## src/resizing_ring_deque_assert.svh

```systemverilog
// Assertion macros used by the deque control (rrd_ctrl).
// Each macro expects signals named clk and rst_n in the enclosing module.
`ifndef RESIZING_RING_DEQUE_ASSERT_SVH
`define RESIZING_RING_DEQUE_ASSERT_SVH

// Condition that must hold at every clock edge out of reset.
`define RRD_ASSERT_HOLDS(lbl, cond, msg) \
    lbl: assert property (@(posedge clk) disable iff (!rst_n) (cond)) else $error(msg);

// Consequence that must hold in the same cycle as the antecedent.
`define RRD_ASSERT_IMP(lbl, ante, cons, msg) \
    lbl: assert property (@(posedge clk) disable iff (!rst_n) (ante) |-> (cons)) \
        else $error(msg);

// Consequence that must hold in the cycle after the antecedent.
`define RRD_ASSERT_NEXT(lbl, ante, cons, msg) \
    lbl: assert property (@(posedge clk) disable iff (!rst_n) (ante) |=> (cons)) \
        else $error(msg);

`endif

```

## src/rrd_pkg.sv

```systemverilog
// Package for the resizing ring deque: command and status codes,
// fixed field widths and the metadata word passed between stages.
// No dependencies.
`default_nettype none

package rrd_pkg;

    localparam int CMD_W   = 3;
    localparam int VALUE_W = 32;
    localparam int INDEX_W = 10;
    localparam int COUNT_W = 11;
    localparam int RDATA_W = 32;
    localparam int MIN_CAP = 2;

    typedef enum logic [CMD_W-1:0] {
        CMD_PUSH_BACK  = 3'd0,
        CMD_PUSH_FRONT = 3'd1,
        CMD_POP_BACK   = 3'd2,
        CMD_POP_FRONT  = 3'd3,
        CMD_READ       = 3'd4,
        CMD_CLEAR      = 3'd5
    } cmd_t;

    typedef enum logic [1:0] {
        ST_OK    = 2'd0,
        ST_FULL  = 2'd1,
        ST_EMPTY = 2'd2,
        ST_RANGE = 2'd3
    } status_t;

    // Result fields known at command time; read data joins from the registered store read.
    typedef struct packed {
        status_t             status;
        logic [COUNT_W-1:0]  element_count;
        logic [COUNT_W-1:0]  logical_capacity;
        logic                read_ok;
    } rrd_meta_t;

    // Element store strobes.
    typedef struct packed {
        logic wr_en;
        logic rd_en;
    } rrd_mem_ctl_t;

endpackage

`default_nettype wire

```

## src/rrd_out.sv

```systemverilog
// Result path: holds the command metadata while the store read completes,
// then an output register toward the result channel. Depends on rrd_pkg.
`default_nettype none

module rrd_out (
    input  wire logic                          clk,
    input  wire logic                          rst_n,
    input  wire logic                          fire,
    input  wire rrd_pkg::rrd_meta_t            meta_in,
    input  wire logic [rrd_pkg::RDATA_W-1:0]   rd_data,
    output logic                               in_ready,
    output logic                               out_valid,
    input  wire logic                          out_ready,
    output logic      [rrd_pkg::RDATA_W-1:0]   out_data,
    output rrd_pkg::rrd_meta_t                 out_meta
);
    import rrd_pkg::*;

    logic               s1_valid_reg;
    rrd_meta_t          s1_meta_reg;
    logic               out_valid_reg;
    rrd_meta_t          out_meta_reg;
    logic [RDATA_W-1:0] out_data_reg;
    logic               s1_move;

    // Advance the held word whenever the output register is free or drains.
    assign s1_move  = s1_valid_reg && (!out_valid_reg || out_ready);
    assign in_ready = !s1_valid_reg || s1_move;

    always_ff @(posedge clk or negedge rst_n)
    begin
        if (!rst_n)
        begin
            s1_valid_reg  <= 1'b0;
            out_valid_reg <= 1'b0;
        end
        else
        begin
            if (fire)
            begin
                s1_valid_reg <= 1'b1;
            end
            else if (s1_move)
            begin
                s1_valid_reg <= 1'b0;
            end
            if (s1_move)
            begin
                out_valid_reg <= 1'b1;
            end
            else if (out_ready)
            begin
                out_valid_reg <= 1'b0;
            end
        end
    end

    always_ff @(posedge clk)
    begin
        if (fire)
        begin
            s1_meta_reg <= meta_in;
        end
        if (s1_move)
        begin
            out_meta_reg <= s1_meta_reg;
            out_data_reg <= s1_meta_reg.read_ok ? rd_data : '0;
        end
    end

    assign out_valid = out_valid_reg;
    assign out_data  = out_data_reg;
    assign out_meta  = out_meta_reg;

endmodule

`default_nettype wire

```

## config.mk

```make
export PLATFORM = sky130hd
export DESIGN_NAME = rrd_out
export DESIGN_NICKNAME = d
export VERILOG_FILES = /design/src/resizing_ring_deque_assert.svh /design/src/rrd_pkg.sv /design/src/rrd_out.sv
export SDC_FILE = /design/constraint.sdc
export NUM_CORES = 1
export LEC_CHECK = 0
export ABC_AREA = 1
export BUFFER_PORTS_ARGS = -buffer_cell sky130_fd_sc_hd__buf_2
export CORE_ASPECT_RATIO = 0.9
export CORE_UTILIZATION = 47
export CTS_CLUSTER_DIAMETER = 200
export DETAILED_ROUTE_END_ITERATION = 16
export PLACE_DENSITY = 0.9
export SKIP_LAST_GASP = 1
export SYNTH_ARGS = -nofsm -noshare
export SYNTH_HDL_FRONTEND = slang
export SYNTH_SLANG_ARGS = --single-unit
```

## constraint.sdc

```tcl
create_clock -name clk -period 4.5 [get_ports clk]
set_clock_uncertainty 0.1 [all_clocks]
set_input_delay 0.9 -clock clk [delete_from_list [all_inputs] [get_ports clk]]
set_output_delay 0.9 -clock clk [all_outputs]
set_load 0.02 [all_outputs]
```

==> metrics <==
result of the run=completed; cells traversed along the worst timing path=buf_2 > inv_1 > nand3_1 > buf_2; combinational power share=9.7%; Layout Utilization=64.8%; number of instances in the synthesized netlist=159; full die area=0.00631 mm^2; setup TNS after final layout=0 ps; final setup fails=0; vias in the first global route=1479; Max rail drop VDD=0.294 mV; nets=348; first-pass GRT wire length=6620 um; worst-case register-to-register setup slack=2510 ps; type of destination of the critical path=output port; wire length per cell=12.3 um; post-synth cell types=7; synthesized area=0.00282 mm^2; destination of the worst register-to-register timing path=out_meta[1]$_DFFE_PP_; sum of net half-perimeters after detailed placement=3180 um; routed vias=1569; floorplan die height=75.5 um; final hold violation count=0; Net Count, Synth=220; Setup Crit Path Kind=input port to output port; depth of the worst register-to-register path=2; PostCTS Resize Cnt=0; die width=83.6 um; worst setup path startpoint=out_ready; clock network fraction of total power=33.5%; largest net degree at the start of global routing=35; count of buffer and inverter cells on the critical path=3; total number of clock tree sinks=84; part of the Yosys area used for sequential elements=89.1%; cell family contributing the most delay on the critical path=buffers and inverters; class of the tightest hold or removal check=input port to asynchronous set/reset pin; Routed WL=4460 um; mean cell area of the mapped netlist=17.7 um^2; H-Tree Depth=3; crit-path most repeated cell=buf_2; Post-CTS Setup Inserts=0; DR DRC count=0; number of input and output port buffers inserted=119; share of total power consumed by net switching=22.7%; starting DRC count in detailed routing=77; total power per unit cell area=455 mW/mm^2; cell count along the critical path=4; worst-skew pair later-pin latency=340 ps; worst-case clock buffer depth=2; clock input transition at the sequential cells of the worst setup and hold paths=70 ps; minimum clock period=2370 ps; routability congestion estimate=0.680; site row count=26; required time of the critical path=3500 ps; clock tree from TritonCTS=yes; element type at the critical path start=input port; Slowest-stage cell, CP=buf_2; overflow left after global routing=0; switching power=0.384 mW; Vias per Instance=4.31; Synth Register Bits=84; Root Driver=clkbuf_8; area of the placeable core=0.00573 mm^2; layout cells sized above 1=46.2%; Worst-Margin Slew=972 ps; Reg power frac=56.8%; total leakage power=1.75 nW; capture point of the critical path=in_ready; post-synthesis to final-layout area growth=31.5%; worst slew slack as a fraction of its limit=35.2%; MaxCap Viol Count=0; first-pass iteration count of the detailed router=4; data arrival time of the worst path=1370 ps; yosys synthesis warning count=0; initial antenna violation count=2; Critical Path Fanout Max=3; unrepaired setup endpoints after global routing=false; Total GRT Usage=14.8%; Routed Antenna Nets=0; Hold-fix buffers, CTS=0; highest achievable clock rate=422 MHz; post-route clock period utilization=52.7%; Top Ports=120; effective utilization at floorplan=49.2%; Cell Int Power=1.30 mW; final count of pins violating max slew=0; worst reg2reg startpoint=out_valid$_DFFE_PN0P_; TritonCTS Buffers=9; CP max stage delay=170 ps; max reg flops=32
[worst min-delay path by stage]
| stage | startpoint | to | cells past startpoint |
|---|---|---|---|
| 2_1_floorplan | s1_meta_reg[10]$_DFFE_PP_ | out_meta[10]$_DFFE_PP_ | 0 |
| 3_3_place_gp | s1_meta_reg[5]$_DFFE_PP_ | out_meta[5]$_DFFE_PP_ | 0 |
| 3_5_place_dp | s1_meta_reg[11]$_DFFE_PP_ | out_meta[11]$_DFFE_PP_ | 0 |
| 4_1_cts | rst_n | s1_valid_reg$_DFFE_PN0P_ | 1 |
| 5_1_grt | rst_n | out_valid$_DFFE_PN0P_ | 1 |
| 6_report | rst_n | out_valid$_DFFE_PN0P_ | 1 |
[stage by stage]
stage	instance area, um^2	instances	hold WS [ps]	total power, mW	worst slack [ps]
2_1_floorplan	2820	159	300	1.07	190
5_1_grt	3700	362	207	1.75	2050
3_5_place_dp	3490	346	305	1.14	1860
6_report	3710	364	238	1.69	2130
4_1_cts	3700	362	216	1.71	2130
3_3_place_gp	3490	346	301	1.13	1910
[layout by cell type, fill, tap and decap left out, types with 2 or more instances in the layout]
cell and n:
buf_2 119, bufinv_16 2, clkbuf_8 9, clkinvlp_4 2
dfrtp_1 2, diode_2 2, edfxtp_1 82, inv_1 35
nand2_1 35
[layer usage]
| metal | track usage (%) | vias to the layer above | wire length (um) |
|---|---|---|---|
| met4 | 7.53 | 0 | 98 |
| met1 | 14.4 | 696 | 1670 |
| met2 | 25.2 | 77 | 2220 |
| met5 | 0 | - | 0 |
| met3 | 8.99 | 11 | 476 |
| li1 | - | 785 | - |
[power groups by stage]
stage	Combinational, mW	Sequential (mW)	Clock, mW
global route	0.177	0.965	0.611
floorplan	0.0362	1.03	0
global placement	0.161	0.973	0
detailed placement	0.166	0.976	0
finish	0.164	0.958	0.566
CTS	0.166	0.959	0.582
[Yosys cell counts]
| cell | n | share of area (%) |
|---|---|---|
| a21oi_1 | 1 | 0.18 |
| buf_6 | 3 | 1.2 |
| dfrtp_1 | 2 | 1.8 |
| edfxtp_1 | 82 | 87 |
| inv_1 | 35 | 4.7 |
| nand2_1 | 35 | 4.7 |
| nand3_1 | 1 | 0.18 |
[cell families after synthesis]
logic type | Yosys count | synth area share [%]
flops | 84 | 89.1
simple gates | 36 | 4.84
compound gates | 1 | 0.177
buf+inv | 38 | 5.86
[area by class of cell]
class / instances / area [um^2]
clock inverters: 6 / 87.6
diodes: 2 / 5.00
inverters: 35 / 131
flip-flops and latches: 84 / 2510
well taps: 70 / 87.6
repair buffers: 120 / 603
fillers: 441 / 2020
clock buffers: 10 / 128
multi-input cells: 37 / 153
Power figures use the tool's default switching activity.
