## config.mk

```make
export PLATFORM = sky130hd
export DESIGN_NAME = rrd_ctrl
export DESIGN_NICKNAME = d
export VERILOG_FILES = /design/src/rrd_pkg.sv /design/src/rrd_ctrl.sv
export VERILOG_INCLUDE_DIRS = /design/src /design/src/src
export SDC_FILE = /design/constraint.sdc
export NUM_CORES = 1
export LEC_CHECK = 0
export BUFFER_PORTS_ARGS = -buffer_cell sky130_fd_sc_hd__buf_2
export CAP_MARGIN = 10
export CORE_ASPECT_RATIO = 1.75
export CORE_UTILIZATION = 60
export CTS_CLUSTER_SIZE = 30
export DETAILED_ROUTE_END_ITERATION = 16
export GPL_TIMING_DRIVEN = 0
export PLACE_DENSITY = 0.84
export SLEW_MARGIN = 0
export SYNTH_ARGS = -nofsm -noshare
export SYNTH_HDL_FRONTEND = slang
export SYNTH_SLANG_ARGS = --single-unit
```

## constraint.sdc

```tcl
create_clock -name clk -period 8.5 [get_ports clk]
set_input_delay 0.425 -clock clk [delete_from_list [all_inputs] [get_ports clk]]
set_output_delay 0.425 -clock clk [all_outputs]
set_load 0.03 [all_outputs]
```

## src/resizing_ring_deque_assert.svh

```systemverilog
// Assertion macros used by the deque control (rrd_ctrl).
// Each macro expects signals named clk and rst_n in the enclosing module.
`ifndef RESIZING_RING_DEQUE_ASSERT_SVH
`define RESIZING_RING_DEQUE_ASSERT_SVH

// Condition that must hold at every clock edge out of reset.
`define RRD_ASSERT_HOLDS(lbl, cond, msg) \
    lbl: assert property (@(posedge clk) disable iff (!rst_n) (cond)) else $error(msg);

// Consequence that must hold in the same cycle as the antecedent.
`define RRD_ASSERT_IMP(lbl, ante, cons, msg) \
    lbl: assert property (@(posedge clk) disable iff (!rst_n) (ante) |-> (cons)) \
        else $error(msg);

// Consequence that must hold in the cycle after the antecedent.
`define RRD_ASSERT_NEXT(lbl, ante, cons, msg) \
    lbl: assert property (@(posedge clk) disable iff (!rst_n) (ante) |=> (cons)) \
        else $error(msg);

`endif

```

## src/rrd_pkg.sv

```systemverilog
// Package for the resizing ring deque: command and status codes,
// fixed field widths and the metadata word passed between stages.
// No dependencies.
`default_nettype none

package rrd_pkg;

    localparam int CMD_W   = 3;
    localparam int VALUE_W = 32;
    localparam int INDEX_W = 10;
    localparam int COUNT_W = 11;
    localparam int RDATA_W = 32;
    localparam int MIN_CAP = 2;

    typedef enum logic [CMD_W-1:0] {
        CMD_PUSH_BACK  = 3'd0,
        CMD_PUSH_FRONT = 3'd1,
        CMD_POP_BACK   = 3'd2,
        CMD_POP_FRONT  = 3'd3,
        CMD_READ       = 3'd4,
        CMD_CLEAR      = 3'd5
    } cmd_t;

    typedef enum logic [1:0] {
        ST_OK    = 2'd0,
        ST_FULL  = 2'd1,
        ST_EMPTY = 2'd2,
        ST_RANGE = 2'd3
    } status_t;

    // Result fields known at command time; read data joins from the registered store read.
    typedef struct packed {
        status_t             status;
        logic [COUNT_W-1:0]  element_count;
        logic [COUNT_W-1:0]  logical_capacity;
        logic                read_ok;
    } rrd_meta_t;

    // Element store strobes.
    typedef struct packed {
        logic wr_en;
        logic rd_en;
    } rrd_mem_ctl_t;

endpackage

`default_nettype wire

```

## src/rrd_ctrl.sv

```systemverilog
// Deque control: head pointer, count and logical capacity, command decode
// and store addressing. Depends on rrd_pkg and resizing_ring_deque_assert.svh.
`default_nettype none
`include "resizing_ring_deque_assert.svh"

module rrd_ctrl #(
    parameter int DEPTH = 1024
) (
    input  wire logic                          clk,
    input  wire logic                          rst_n,
    input  wire logic                          fire,
    input  wire rrd_pkg::cmd_t                 cmd,
    input  wire logic [rrd_pkg::INDEX_W-1:0]   index,
    output rrd_pkg::rrd_mem_ctl_t              mem_ctl,
    output logic      [$clog2(DEPTH)-1:0]      wr_addr,
    output logic      [$clog2(DEPTH)-1:0]      rd_addr,
    output rrd_pkg::rrd_meta_t                 meta
);
    import rrd_pkg::*;

    localparam int AW = $clog2(DEPTH);
    localparam int CW = $clog2(DEPTH + 1);
    localparam int IW = (CW > INDEX_W) ? CW : INDEX_W;

    logic [AW-1:0] head_reg, head_next;
    logic [CW-1:0] count_reg, count_next;
    logic [CW-1:0] cap_reg, cap_next;

    logic          full, empty, in_range;
    logic [AW-1:0] head_inc, head_dec;
    logic [CW:0]   tail_sum, tail_wrap, idx_sum, idx_wrap;
    logic [CW-1:0] count_inc, count_dec;
    logic [CW:0]   cap_dbl;
    logic [CW-1:0] cap_grow_val, cap_half, cap_shrink_val;
    logic [CW-1:0] cap_grow, cap_shrink;
    status_t       status;
    logic          read_ok;

    assign full     = (count_reg == CW'(DEPTH));
    assign empty    = (count_reg == '0);
    assign in_range = (IW'(index) < IW'(count_reg));

    assign head_inc = (head_reg == AW'(DEPTH - 1)) ? '0 : head_reg + AW'(1);
    assign head_dec = (head_reg == '0) ? AW'(DEPTH - 1) : head_reg - AW'(1);

    // Ring positions: sums stay below twice the depth, so one subtract wraps.
    assign tail_sum  = (CW + 1)'(head_reg) + (CW + 1)'(count_reg);
    assign tail_wrap = (tail_sum >= (CW + 1)'(DEPTH)) ? tail_sum - (CW + 1)'(DEPTH)
                                                      : tail_sum;
    assign idx_sum   = (CW + 1)'(head_reg) + (CW + 1)'(CW'(index));
    assign idx_wrap  = (idx_sum >= (CW + 1)'(DEPTH)) ? idx_sum - (CW + 1)'(DEPTH)
                                                     : idx_sum;

    assign count_inc = count_reg + CW'(1);
    assign count_dec = count_reg - CW'(1);

    // Double on reaching capacity, saturate at the physical depth.
    assign cap_dbl      = {cap_reg, 1'b0};
    assign cap_grow_val = (cap_dbl > (CW + 1)'(DEPTH)) ? CW'(DEPTH) : cap_dbl[CW-1:0];
    assign cap_grow     = (count_inc == cap_reg) ? cap_grow_val : cap_reg;

    // Halve when a pop leaves a quarter, never below the floor.
    assign cap_half       = cap_reg >> 1;
    assign cap_shrink_val = (cap_half < CW'(MIN_CAP)) ? CW'(MIN_CAP) : cap_half;
    assign cap_shrink     = (count_dec == (cap_reg >> 2)) ? cap_shrink_val : cap_reg;

    always_comb
    begin
        head_next      = head_reg;
        count_next     = count_reg;
        cap_next       = cap_reg;
        status         = ST_OK;
        read_ok        = 1'b0;
        mem_ctl.wr_en  = 1'b0;
        mem_ctl.rd_en  = 1'b0;
        wr_addr        = tail_wrap[AW-1:0];
        rd_addr        = idx_wrap[AW-1:0];
        unique case (cmd)
            CMD_PUSH_BACK:
            begin
                if (full)
                begin
                    status = ST_FULL;
                end
                else
                begin
                    mem_ctl.wr_en = fire;
                    count_next    = count_inc;
                    cap_next      = cap_grow;
                end
            end
            CMD_PUSH_FRONT:
            begin
                if (full)
                begin
                    status = ST_FULL;
                end
                else
                begin
                    mem_ctl.wr_en = fire;
                    wr_addr       = head_dec;
                    head_next     = head_dec;
                    count_next    = count_inc;
                    cap_next      = cap_grow;
                end
            end
            CMD_POP_BACK:
            begin
                if (empty)
                begin
                    status = ST_EMPTY;
                end
                else
                begin
                    count_next = count_dec;
                    cap_next   = cap_shrink;
                end
            end
            CMD_POP_FRONT:
            begin
                if (empty)
                begin
                    status = ST_EMPTY;
                end
                else
                begin
                    head_next  = head_inc;
                    count_next = count_dec;
                    cap_next   = cap_shrink;
                end
            end
            CMD_READ:
            begin
                if (!in_range)
                begin
                    status = ST_RANGE;
                end
                else
                begin
                    mem_ctl.rd_en = fire;
                    read_ok       = 1'b1;
                end
            end
            CMD_CLEAR:
            begin
                head_next  = '0;
                count_next = '0;
                cap_next   = CW'(MIN_CAP);
            end
            default:
            begin
            end
        endcase
    end

    assign meta.status           = status;
    assign meta.element_count    = COUNT_W'(count_next);
    assign meta.logical_capacity = COUNT_W'(cap_next);
    assign meta.read_ok          = read_ok;

    always_ff @(posedge clk or negedge rst_n)
    begin
        if (!rst_n)
        begin
            head_reg  <= '0;
            count_reg <= '0;
            cap_reg   <= CW'(MIN_CAP);
        end
        else if (fire)
        begin
            head_reg  <= head_next;
            count_reg <= count_next;
            cap_reg   <= cap_next;
        end
    end

    `RRD_ASSERT_HOLDS(a_count_le_cap, count_reg <= cap_reg, "count above capacity")
    `RRD_ASSERT_HOLDS(a_cap_bounds, (cap_reg >= CW'(MIN_CAP)) && (cap_reg <= CW'(DEPTH)), "capacity out of bounds")
    `RRD_ASSERT_NEXT(a_full_push_holds, fire && full && ((cmd == CMD_PUSH_BACK) || (cmd == CMD_PUSH_FRONT)), $stable(count_reg) && $stable(head_reg) && $stable(cap_reg), "refused push changed state")
    `RRD_ASSERT_NEXT(a_clear_resets, fire && (cmd == CMD_CLEAR), (count_reg == '0) && (head_reg == '0) && (cap_reg == CW'(MIN_CAP)), "clear did not reset state")

endmodule

`default_nettype wire

```

==> reports/qor.txt <==
Highest clock rate - 220 MHz
Worst Setup EP - meta[18]
Leak - 2.39 nW
Post-route ant nets - 0
Die area - 0.00824 mm2
Ys async rst share - 100%
Top cell type's share of synthesized area - 16.4%
Crit Path Category - reg2out
Reg2Reg Depth - 10
Mapped Cells - 614
Post-route DRC - 0
Num ports - 63
Commonest cells in the netlist - nand2_1, nor2_1, o21ai_0
DRT iter0 DRCs - 354
Root Driver - clkbuf_16
Post-route minimum period - 4.54 ns
Critical Path RT - 8.08 ns
R2r startpoint - count_reg[1]$_DFFE_PN0P_
DP Area - 0.00514 mm2
Area contributors post-synth - dfrtp_1, ha_1, o21ai_0
Setup TNS - 0 ns
Cell row count - 42
Layout cells sized above 1 - 19.9%
Post-synth top area cell - dfrtp_1
Via-to-Cell Ratio - 6.71
RSZ-0062 raised after global routing - no
Slew of the pin with the lowest slew margin - 1.34 ns
CP arrival - 4.12 ns
Synthesized area - 0.00472 mm2
EDFF count, synth - 0
Top-count cell post-synth - nand2_1
Post-Layout Inst Area - 0.00532 mm2
Die H - 119 um
HP Class - in2async
Number of detailed-route iterations in the first pass - 5
PortBufs - 61
Via count of the routed design - 5177
HPWL Detailed - 11900 um
Crit Path Max Fanout - 9
YS warnings - 0
Overall Global Routing Usage - 37.5%
Wirelength, routed - 15500 um
Max Cap Viol - 0
First-pass GRT wire length - 24600 um
Total grt overflow - 0
PD cells - 351 mW/mm2
Fillcell total - 634
Core ar. - 0.00757 mm2
Synthesized area per cell - 7.69 um2
CTS HTree Levels - 2
Resized cells post-CTS - 0
Clock-pin transition on the worst setup and hold timing paths - 0.06 ns
Inserted Clock Buffers - 5
Avg WL per Cell - 20.1 um
Worst-Skew Late Latency - 0.29 ns
Reg-to-reg critical path endpoint - count_reg[3]$_DFFE_PN0P_
Worst setup path start - count_reg[1]$_DFFE_PN0P_
Clock Sinks - 32
Worst setup SP type - flip-flop
Starting Density - 62.4%
Initial antenna violation count - 0
Final hold violation count - 0
Period utilisation layout - 53.4%
Worst vdd ir - 0.000153 V
Outcome - complete, no violations
Hold-fix buffers at CTS - 0
Flops & latches, synth - 32
Net Count, Synth - 663
Final Wtd Congestion - 0.981
Synth-to-Final Area Change - 12.7%
Antenna diodes - 0
Vias in the first global route - 5151
Post-CTS setup buffer count - 0
Slew headroom - 10.1%
Main synth FF type - dfrtp_1
Fin util - 70.3%
Final Skew - 0.00839 ns
Slew Limit Fails - 0
CTS tree - done
# setup viols final - 0
R2R Setup Slk - 4.65 ns
Seq/Total Area, Yosys - 17.0%
CP endpoint kind - output pin
Netlist cell types - 97
Die X - 69.1 um
Clk buf depth - 2
Nets - 731
Largest net degree at the start of global routing - 33
## cells in the final DEF (no fill, tap or decap), drive strengths merged, types with 8 or more instances in the layout
cell type   n
a21oi      40
clkbuf     29
nand3       9
nand2      59
o21ai      56
ha         31
nand2b      8
nor2       56
a221oi     10
a31oi       9
o22ai       8
dfrtp      31
xor2       24
inv        33
a21o       20
buf        85
nor3       20
xnor2      21
nor4        9
o211a       8
## kinds of logic (layout without fill, tap and decap cells)
kind of cell,count (synthesis),after routing,synth area share [%]
AO/OA/AOI/OAI,209,209,31.8
buffers and inverters,79,148,8.05
multiplexers,5,5,1.11
adder cells (fa/ha/maj),33,33,9.06
flip-flops,32,32,17.0
AND/OR/NAND/NOR,211,211,24.7
XOR/XNOR,45,45,8.34
## layer usage
| layer | track usage, % | vias to the layer above | share of wire (%) |
|---|---|---|---|
| met2 | 68.2 | 234 | 53 |
| met4 | 29.7 | 0 | 7.5 |
| met5 | 0 | - | 0 |
| met1 | 37.9 | 2471 | 35 |
| met3 | 3.89 | 87 | 4.3 |
| li1 | - | 2385 | - |
## worst min-delay path by stage
| stage | from | to | slack [ns] | cells after the start |
|---|---|---|---|---|
| after floorplan | rst_n | cap_reg[0]$_DFFE_PN0P_ | 0.13 | 0 |
| after global placement | rst_n | head_reg[0]$_DFFE_PN0P_ | 0.56 | 1 |
| after detailed placement | rst_n | head_reg[0]$_DFFE_PN0P_ | 0.57 | 1 |
| after CTS | rst_n | count_reg[3]$_DFFE_PN0P_ | 0.26 | 1 |
| after global routing | rst_n | head_reg[3]$_DFFE_PN0P_ | 0.30 | 1 |
| final | rst_n | head_reg[3]$_DFFE_PN0P_ | 0.22 | 1 |
## power by group
| group | internal (mW) | leakage [nW] | switching (mW) |
|---|---|---|---|
| sequential | 0.195 | 0.399 | 0.0664 |
| clock | 0.155 | 0.0901 | 0.0759 |
| combinational | 0.486 | 1.90 | 0.888 |
| total | 0.836 | 2.39 | 1.03 |
## worst max-delay path, stage by stage (launching register included)
cell	delay (ns)
dfrtp_1	0.40
buf_2	0.21
inv_1	0.19
ha_1	0.36
nor3b_4	0.41
nand4_1	0.33
o31ai_1	1.17
a221oi_1	0.09
o21ai_0	0.38
buf_2	0.27
## through the flow
stage | power, mW | setup slack [ns] | hold WS, ns | instances
3_3_place_gp | 1.58 | 4.51 | 0.562 | 763
4_1_cts | 1.85 | 4.18 | 0.260 | 771
3_5_place_dp | 1.61 | 4.49 | 0.566 | 763
5_1_grt | 1.99 | 3.84 | 0.304 | 771
6_report | 1.87 | 3.96 | 0.225 | 771
2_1_floorplan | 1.29 | 5.00 | 0.129 | 614
## final cells by class
type	count	area (um2)	area share, %
Tap cell	88	110	2.07
Buffer	46	256	4.82
Sequential cell	32	802	15.1
Timing Repair Buffer	61	305	5.74
Clock buffer	7	153	2.87
Multi-Input combinational cell	503	3540	66.5
Inverter	33	124	2.33
Clock inverter	1	30.0	0.564
Note: power is estimated with default switching activity, not from simulation.
